**config.mk**
```make
export PLATFORM = sky130hd
export DESIGN_NAME = ffc_ctrl
export DESIGN_NICKNAME = d
export VERILOG_FILES = /design/src/hdl/ffc_pkg.sv /design/src/hdl/ffc_ctrl.sv
export SDC_FILE = /design/constraint.sdc
export NUM_CORES = 1
export LEC_CHECK = 0
export BUFFER_PORTS_ARGS = -buffer_cell sky130_fd_sc_hd__buf_2
export CAP_MARGIN = 20
export CELL_PAD_IN_SITES_DETAIL_PLACEMENT = 2
export CELL_PAD_IN_SITES_GLOBAL_PLACEMENT = 2
export CORE_MARGIN = 2
export CORE_UTILIZATION = 33
export CTS_BUF_LIST = sky130_fd_sc_hd__clkbuf_8
export DETAILED_ROUTE_END_ITERATION = 10
export PLACE_DENSITY = 0.92
export SLEW_MARGIN = 20
export SYNTH_ARGS = -nofsm -noshare
export SYNTH_HDL_FRONTEND = slang
export SYNTH_SLANG_ARGS = --single-unit
```
**constraint.sdc**
```tcl
create_clock -name clk -period 2.4 [get_ports clk]
set_input_delay 0.24 -clock clk [delete_from_list [all_inputs] [get_ports clk]]
set_output_delay 0.24 -clock clk [all_outputs]
set_load 0.1 [all_outputs]
```
**src/hdl/ffc_pkg.sv**
```systemverilog
package ffc_pkg;

  localparam int YAW_FULL    = 1474560;
  localparam int HALF_TURN   = 737280;
  localparam int QUARTER     = 368640;
  localparam int PITCH_LIMIT = 364544;
  localparam int Q14_ONE     = 16384;
  localparam int CORDIC_X0   = 652032874;
  localparam int MOD_STEPS   = 12;
  localparam logic [34:0] YAW_BIAS   = 35'd3019898880;
  localparam logic [32:0] YAW_DV0    = 33'd3019898880;
  localparam logic [33:0] NR_THREE   = 34'd3221225472;

  localparam logic [1:0] CFG_MOVE_SPEED   = 2'd0;
  localparam logic [1:0] CFG_BOOST_FACTOR = 2'd1;
  localparam logic [1:0] CFG_LOOK_SENS    = 2'd2;

  typedef enum logic [4:0] {
    OP_NOP, OP_LOAD, OP_MUL, OP_YPREP, OP_PITCH, OP_MOD, OP_CINIT, OP_CSTEP,
    OP_CDONE, OP_FX, OP_FZ, OP_DSET, OP_DADD, OP_SACC, OP_NINIT, OP_NORM,
    OP_SEED, OP_NY2, OP_NF, OP_NY, OP_UNIT, OP_SPEED, OP_MOVE, OP_OUT
  } op_t;

  typedef enum logic [3:0] {
    M_YAW, M_PITCH, M_FX, M_FZ, M_DA, M_DB, M_SQ, M_YY, M_MY2, M_YF, M_DY,
    M_SPD, M_US, M_PDT
  } msel_t;

  typedef enum logic [5:0] {
    ST_IDLE, ST_YMUL, ST_YPREP, ST_PMUL, ST_PITCH, ST_MOD, ST_CINIT, ST_CSTEP,
    ST_CDONE, ST_FXMUL, ST_FX, ST_FZMUL, ST_FZ, ST_DAMUL, ST_DSET, ST_DBMUL,
    ST_DADD, ST_SQMUL, ST_SACC, ST_ZCHK, ST_NORM, ST_SEED, ST_N1MUL, ST_NY2,
    ST_N2MUL, ST_NF, ST_N3MUL, ST_NY, ST_UMUL, ST_UNIT, ST_SPMUL, ST_SPEED,
    ST_M1MUL, ST_M2MUL, ST_MOVE, ST_DONE
  } ctl_state_t;

  typedef struct packed {
    op_t        op;
    msel_t      msel;
    logic [1:0] k;
    logic [4:0] step;
  } ctl_cmd_t;

  typedef struct packed {
    logic s_zero;
    logic norm_done;
    logic out_free;
  } ctl_stat_t;

  function automatic logic [25:0] atan_deg20(input logic [4:0] i);
    logic [25:0] v;
    case (i)
      5'd0:  v = 26'd47185920;
      5'd1:  v = 26'd27855475;
      5'd2:  v = 26'd14718068;
      5'd3:  v = 26'd7471121;
      5'd4:  v = 26'd3750058;
      5'd5:  v = 26'd1876857;
      5'd6:  v = 26'd938658;
      5'd7:  v = 26'd469357;
      5'd8:  v = 26'd234682;
      5'd9:  v = 26'd117342;
      5'd10: v = 26'd58671;
      5'd11: v = 26'd29335;
      5'd12: v = 26'd14668;
      5'd13: v = 26'd7334;
      5'd14: v = 26'd3667;
      5'd15: v = 26'd1833;
      5'd16: v = 26'd917;
      5'd17: v = 26'd458;
      5'd18: v = 26'd229;
      5'd19: v = 26'd115;
      5'd20: v = 26'd57;
      5'd21: v = 26'd29;
      5'd22: v = 26'd14;
      5'd23: v = 26'd7;
      default: v = 26'd0;
    endcase
    return v;
  endfunction

  function automatic logic [14:0] rsqrt_seed(input logic [3:0] i);
    logic [14:0] v;
    case (i)
      4'd0:  v = 15'd30894;
      4'd1:  v = 15'd27944;
      4'd2:  v = 15'd25707;
      4'd3:  v = 15'd23930;
      4'd4:  v = 15'd22479;
      4'd5:  v = 15'd21263;
      4'd6:  v = 15'd20225;
      4'd7:  v = 15'd19326;
      4'd8:  v = 15'd18537;
      4'd9:  v = 15'd17836;
      4'd10: v = 15'd17210;
      4'd11: v = 15'd16646;
      default: v = 15'd0;
    endcase
    return v;
  endfunction

endpackage

```
**src/hdl/ffc_ctrl.sv**
```systemverilog
module ffc_ctrl #(
  parameter int CORDIC_STEPS = 16,
  parameter int RSQRT_STEPS  = 3
) (
  input  logic                clk,
  input  logic                rst,
  input  logic                in_valid,
  output logic                in_ready,
  input  ffc_pkg::ctl_stat_t  stat,
  output ffc_pkg::ctl_cmd_t   cmd
);

  localparam logic [4:0] CS_LAST  = 5'(CORDIC_STEPS - 1);
  localparam logic [4:0] NR_LAST  = 5'(RSQRT_STEPS - 1);
  localparam logic [4:0] MOD_LAST = 5'(ffc_pkg::MOD_STEPS - 1);

  ffc_pkg::ctl_state_t state, state_next;
  logic [4:0] cnt, cnt_next;
  logic [1:0] k, k_next;

  always_ff @(posedge clk) begin
    if (rst) begin
      state <= ffc_pkg::ST_IDLE;
      cnt   <= '0;
      k     <= '0;
    end else begin
      state <= state_next;
      cnt   <= cnt_next;
      k     <= k_next;
    end
  end

  always_comb begin
    state_next = state;
    cnt_next   = cnt;
    k_next     = k;
    in_ready   = 1'b0;
    cmd.op     = ffc_pkg::OP_NOP;
    cmd.msel   = ffc_pkg::M_YAW;
    cmd.k      = k;
    cmd.step   = cnt;
    case (state)
      ffc_pkg::ST_IDLE: begin
        in_ready = 1'b1;
        if (in_valid) begin
          cmd.op     = ffc_pkg::OP_LOAD;
          state_next = ffc_pkg::ST_YMUL;
        end
      end
      ffc_pkg::ST_YMUL: begin
        cmd.op = ffc_pkg::OP_MUL; cmd.msel = ffc_pkg::M_YAW;
        state_next = ffc_pkg::ST_YPREP;
      end
      ffc_pkg::ST_YPREP: begin
        cmd.op = ffc_pkg::OP_YPREP;
        state_next = ffc_pkg::ST_PMUL;
      end
      ffc_pkg::ST_PMUL: begin
        cmd.op = ffc_pkg::OP_MUL; cmd.msel = ffc_pkg::M_PITCH;
        state_next = ffc_pkg::ST_PITCH;
      end
      ffc_pkg::ST_PITCH: begin
        cmd.op = ffc_pkg::OP_PITCH;
        cnt_next = '0;
        state_next = ffc_pkg::ST_MOD;
      end
      ffc_pkg::ST_MOD: begin
        cmd.op = ffc_pkg::OP_MOD;
        if (cnt == MOD_LAST) begin
          cnt_next = '0;
          k_next = 2'd0;
          state_next = ffc_pkg::ST_CINIT;
        end else begin
          cnt_next = cnt + 5'd1;
        end
      end
      ffc_pkg::ST_CINIT: begin
        cmd.op = ffc_pkg::OP_CINIT;
        cnt_next = '0;
        state_next = ffc_pkg::ST_CSTEP;
      end
      ffc_pkg::ST_CSTEP: begin
        cmd.op = ffc_pkg::OP_CSTEP;
        if (cnt == CS_LAST) begin
          state_next = ffc_pkg::ST_CDONE;
        end else begin
          cnt_next = cnt + 5'd1;
        end
      end
      ffc_pkg::ST_CDONE: begin
        cmd.op = ffc_pkg::OP_CDONE;
        if (k == 2'd0) begin
          k_next = 2'd1;
          state_next = ffc_pkg::ST_CINIT;
        end else begin
          state_next = ffc_pkg::ST_FXMUL;
        end
      end
      ffc_pkg::ST_FXMUL: begin
        cmd.op = ffc_pkg::OP_MUL; cmd.msel = ffc_pkg::M_FX;
        state_next = ffc_pkg::ST_FX;
      end
      ffc_pkg::ST_FX: begin
        cmd.op = ffc_pkg::OP_FX;
        state_next = ffc_pkg::ST_FZMUL;
      end
      ffc_pkg::ST_FZMUL: begin
        cmd.op = ffc_pkg::OP_MUL; cmd.msel = ffc_pkg::M_FZ;
        state_next = ffc_pkg::ST_FZ;
      end
      ffc_pkg::ST_FZ: begin
        cmd.op = ffc_pkg::OP_FZ;
        k_next = 2'd0;
        state_next = ffc_pkg::ST_DAMUL;
      end
      ffc_pkg::ST_DAMUL: begin
        cmd.op = ffc_pkg::OP_MUL; cmd.msel = ffc_pkg::M_DA;
        state_next = ffc_pkg::ST_DSET;
      end
      ffc_pkg::ST_DSET: begin
        cmd.op = ffc_pkg::OP_DSET;
        state_next = ffc_pkg::ST_DBMUL;
      end
      ffc_pkg::ST_DBMUL: begin
        cmd.op = ffc_pkg::OP_MUL; cmd.msel = ffc_pkg::M_DB;
        state_next = ffc_pkg::ST_DADD;
      end
      ffc_pkg::ST_DADD: begin
        cmd.op = ffc_pkg::OP_DADD;
        if (k == 2'd2) begin
          k_next = 2'd0;
          state_next = ffc_pkg::ST_SQMUL;
        end else begin
          k_next = k + 2'd1;
          state_next = ffc_pkg::ST_DAMUL;
        end
      end
      ffc_pkg::ST_SQMUL: begin
        cmd.op = ffc_pkg::OP_MUL; cmd.msel = ffc_pkg::M_SQ;
        state_next = ffc_pkg::ST_SACC;
      end
      ffc_pkg::ST_SACC: begin
        cmd.op = ffc_pkg::OP_SACC;
        if (k == 2'd2) begin
          k_next = 2'd0;
          state_next = ffc_pkg::ST_ZCHK;
        end else begin
          k_next = k + 2'd1;
          state_next = ffc_pkg::ST_SQMUL;
        end
      end
      ffc_pkg::ST_ZCHK: begin
        cmd.op = ffc_pkg::OP_NINIT;
        state_next = stat.s_zero ? ffc_pkg::ST_DONE : ffc_pkg::ST_NORM;
      end
      ffc_pkg::ST_NORM: begin
        if (stat.norm_done) begin
          state_next = ffc_pkg::ST_SEED;
        end else begin
          cmd.op = ffc_pkg::OP_NORM;
        end
      end
      ffc_pkg::ST_SEED: begin
        cmd.op = ffc_pkg::OP_SEED;
        cnt_next = '0;
        state_next = ffc_pkg::ST_N1MUL;
      end
      ffc_pkg::ST_N1MUL: begin
        cmd.op = ffc_pkg::OP_MUL; cmd.msel = ffc_pkg::M_YY;
        state_next = ffc_pkg::ST_NY2;
      end
      ffc_pkg::ST_NY2: begin
        cmd.op = ffc_pkg::OP_NY2;
        state_next = ffc_pkg::ST_N2MUL;
      end
      ffc_pkg::ST_N2MUL: begin
        cmd.op = ffc_pkg::OP_MUL; cmd.msel = ffc_pkg::M_MY2;
        state_next = ffc_pkg::ST_NF;
      end
      ffc_pkg::ST_NF: begin
        cmd.op = ffc_pkg::OP_NF;
        state_next = ffc_pkg::ST_N3MUL;
      end
      ffc_pkg::ST_N3MUL: begin
        cmd.op = ffc_pkg::OP_MUL; cmd.msel = ffc_pkg::M_YF;
        state_next = ffc_pkg::ST_NY;
      end
      ffc_pkg::ST_NY: begin
        cmd.op = ffc_pkg::OP_NY;
        if (cnt == NR_LAST) begin
          k_next = 2'd0;
          state_next = ffc_pkg::ST_UMUL;
        end else begin
          cnt_next = cnt + 5'd1;
          state_next = ffc_pkg::ST_N1MUL;
        end
      end
      ffc_pkg::ST_UMUL: begin
        cmd.op = ffc_pkg::OP_MUL; cmd.msel = ffc_pkg::M_DY;
        state_next = ffc_pkg::ST_UNIT;
      end
      ffc_pkg::ST_UNIT: begin
        cmd.op = ffc_pkg::OP_UNIT;
        if (k == 2'd2) begin
          k_next = 2'd0;
          state_next = ffc_pkg::ST_SPMUL;
        end else begin
          k_next = k + 2'd1;
          state_next = ffc_pkg::ST_UMUL;
        end
      end
      ffc_pkg::ST_SPMUL: begin
        cmd.op = ffc_pkg::OP_MUL; cmd.msel = ffc_pkg::M_SPD;
        state_next = ffc_pkg::ST_SPEED;
      end
      ffc_pkg::ST_SPEED: begin
        cmd.op = ffc_pkg::OP_SPEED;
        state_next = ffc_pkg::ST_M1MUL;
      end
      ffc_pkg::ST_M1MUL: begin
        cmd.op = ffc_pkg::OP_MUL; cmd.msel = ffc_pkg::M_US;
        state_next = ffc_pkg::ST_M2MUL;
      end
      ffc_pkg::ST_M2MUL: begin
        cmd.op = ffc_pkg::OP_MUL; cmd.msel = ffc_pkg::M_PDT;
        state_next = ffc_pkg::ST_MOVE;
      end
      ffc_pkg::ST_MOVE: begin
        cmd.op = ffc_pkg::OP_MOVE;
        if (k == 2'd2) begin
          k_next = 2'd0;
          state_next = ffc_pkg::ST_DONE;
        end else begin
          k_next = k + 2'd1;
          state_next = ffc_pkg::ST_M1MUL;
        end
      end
      ffc_pkg::ST_DONE: begin
        if (stat.out_free) begin
          cmd.op = ffc_pkg::OP_OUT;
          state_next = ffc_pkg::ST_IDLE;
        end
      end
      default: begin
        state_next = ffc_pkg::ST_IDLE;
      end
    endcase
  end

endmodule

```
==> summary.txt <==
Placed design
  • Dpl hpwl: 5970 um
  • IO Port Bufs: 22
  • Placed cell count: 322
  • GP Congestion: 0.969

GRT
  • Vias in the first global route: 2,210
  • GRT Util Overall: 29.5%
  • First-pass GRT wire length: 12,100 um
  • Largest net degree at the start of global routing: 36
  • Antenna violations before repair: 0
  • Grt ovf: 0

Synthesis
  • Area leader, netlist: dfxtp_1
  • Count of cell types in the netlist: 65
  • Async SR Flop Fraction: 0%
  • Mapped Nets: 242
  • Seq cells post-synth: 13
  • Dominant synthesized flop cell: dfxtp_1
  • Number of synthesized flops with an enable pin: 0
  • Sequential share of the synthesized area: 15.9%
  • Post-synth top cells: 22 x nand2_1, 18 x nor2_1, 17 x a21oi_1
  • Largest cells by area after synthesis: dfxtp_1 16%, a21oi_1 5.2%, nand2_1 5.0%
  • Synth warn: 0
  • Post-synth top area share: 15.9%
  • Post-Syn Area per Cell: 7.05 um^2
  • Mapped Area: 1640 um^2
  • Gate Count Post-Synth: 233
  • Most common cell in the netlist: nand2_1

STA
  • Final Hold Violating Endpoints: 0
  • RSZ-0062 raised after global routing: no
  • Max Freq: 428 MHz
  • Worst slew pin tran: 707 ps
  • Period Utilization, post-route: 97.3%
  • Worst Skew: 1.20 ps
  • Clock period minus final worst setup slack: 2340 ps
  • Slew Viols, Final: 0
  • Setup Total Neg Slack: 0 ps
  • Slew HR: 52.4%
  • Finish-stage setup viols: 0

Cells and area
  • Final core utilization: 44.8%
  • Multi-input combinational cell area: 1270 um^2
  • P&R area growth vs syn: 29.9%
  • Post-Layout Cell Count: 326
  • Filler Cell Count: 558
  • Register cell area after layout: 270 um^2
  • Share of cells above drive strength 1: 26.6%
  • Final #Nets: 269
  • # diodes: 0

Setup path
  • Worst Path Required: 2160 ps
  • Worst EP arrival: 2100 ps
  • Crit Path Class: flip-flop to output pin
  • WP depth: 7
  • Most frequent CP cell: buf_12
  • Reg2reg path depth: 6
  • Flop2flop setup slack: 180 ps
  • CP endpoint kind: output pin
  • CP delay by family, top: simple AND/OR/NAND/NOR gates
  • CP max stage cell: or4_1
  • WP buf/inv: 2
  • Crit start category: flip-flop
  • Critical path fanouts, max: 35
  • Critical-path cell list: buf_12 > nand2b_1 > or4_1 > nand2_1 > a31oi_1 > nand3_1 > buf_12
  • CP peak stage delay: 470 ps

Clock network
  • Clock transition at the registers of the reported paths: 60 ps
  • Clock Tree Root: clkbuf_8
  • CTS Buf Count: 3
  • Post-CTS Resized: 1
  • Setup repair bufs after CTS: 0
  • Clock Latency Late Sink: 260 ps
  • CTS tree: built
  • Htree depth: 1
  • Hold-fix buffers, CTS: 0
  • Clock buffer depth: 2
  • Clk sink count: 13

Worst hold path
  • Hold Crit Class: input port to flip-flop
  • Hold Crit Depth: 2

Pwr
  • Sw Share: 59.5%
  • Clock Power Share: 8.2%
  • P_leak: 0.000833 uW
  • Max VDD drop: 1180 uV
  • Comb power frac: 79.3%
  • Switching pwr: 1520 uW
  • Int Pwr: 1040 uW
  • Power density over the cells: 1200 nW/um^2
  • Reg power frac: 12.5%
  • Final total power: 2560 uW

Job
  • Max cap viols: 0

Drt
  • Routed wire length: 7680 um
  • DR vias: 2,076
  • Total iterations of the first detailed-routing run: 4
  • Avg WL per Cell: 23.5 um
  • Post-route DRC violation count: 0
  • Initial DRC Count: 194
  • Vias/cell: 6.37
  • Post-route ant nets: 0

Floorplanning
  • Core area: 4750 um^2
  • Initial Util: 34.5%
  • Die W: 74.5 um
  • IO Count: 23
  • Die area: 5550 um^2
  • Cell row count: 25
  • Die height: 74.5 um

Run status
  • Status: finished clean
## state kept, by name (all words and copies together) (netlist names)
register  flops
state         6
k             2
cnt           5
## power by group through the flow
stage / Clock [uW] / Combinational [uW] / Sequential [uW]
floorplan: 0 / 1260 / 393
global placement: 0 / 1900 / 318
detailed placement: 0 / 1990 / 320
CTS: 217 / 2010 / 316
global route: 226 / 2130 / 323
finish: 211 / 2030 / 319
## cells by family after synthesis
logic type	synth area share, %
and+or+nand+nor	33.8
AOI/OAI and AO/OA	35.3
buffers and inverters	8.54
DFF	15.9
muxes	2.67
xor gates and xnor gates	1.60
adders and majority gates	2.29
## path summary, 6_finish.rpt
kind / start / to
setup / recovery: state[2]$_SDFFE_PP0P_ / cmd[13]
hold / removal: rst / k[1]$_SDFFE_PP0P_
setup reg to reg: state[2]$_SDFFE_PP0P_ / state[2]$_SDFFE_PP0P_
hold reg to reg: cnt[1]$_SDFFE_PP0P_ / cnt[1]$_SDFFE_PP0P_
## layout make-up
class	count	share of cell area, %
multi-input combinational	189	59.7
timing repair buffer	41	19.4
sequential	13	12.7
tap	67	3.93
inverter	12	2.11
clock buffer	3	1.94
clock inverter	1	0.235
## placed cells by master (no fill, tap or decap), types with 8 or more instances in the layout
master    instances
nand2_1          22
nor2_1           18
a21oi_1          17
buf_4            17
buf_2            13
buf_12           11
inv_1            10
nand2b_1          8
dfxtp_2           8
## per-layer routing
metal / up-vias / GRT usage (%) / wire (um)
li1: 936 / - / -
met1: 1042 / 36.4 / 3280
met4: 0 / 14.3 / 298
met3: 29 / 5.42 / 383
met2: 69 / 49.4 / 3720
met5: - / 0 / 0
## through the flow
step	hold slack, ps	area [um^2]	worst slack (ps)
2_1_floorplan	308	1670	-339
3_3_place_gp	476	2070	234
3_5_place_dp	492	2070	71.1
4_1_cts	269	2120	1.64
5_1_grt	281	2130	0.796
6_report	273	2130	64.7
No activity file was read; power rests on OpenSTA's default activity.
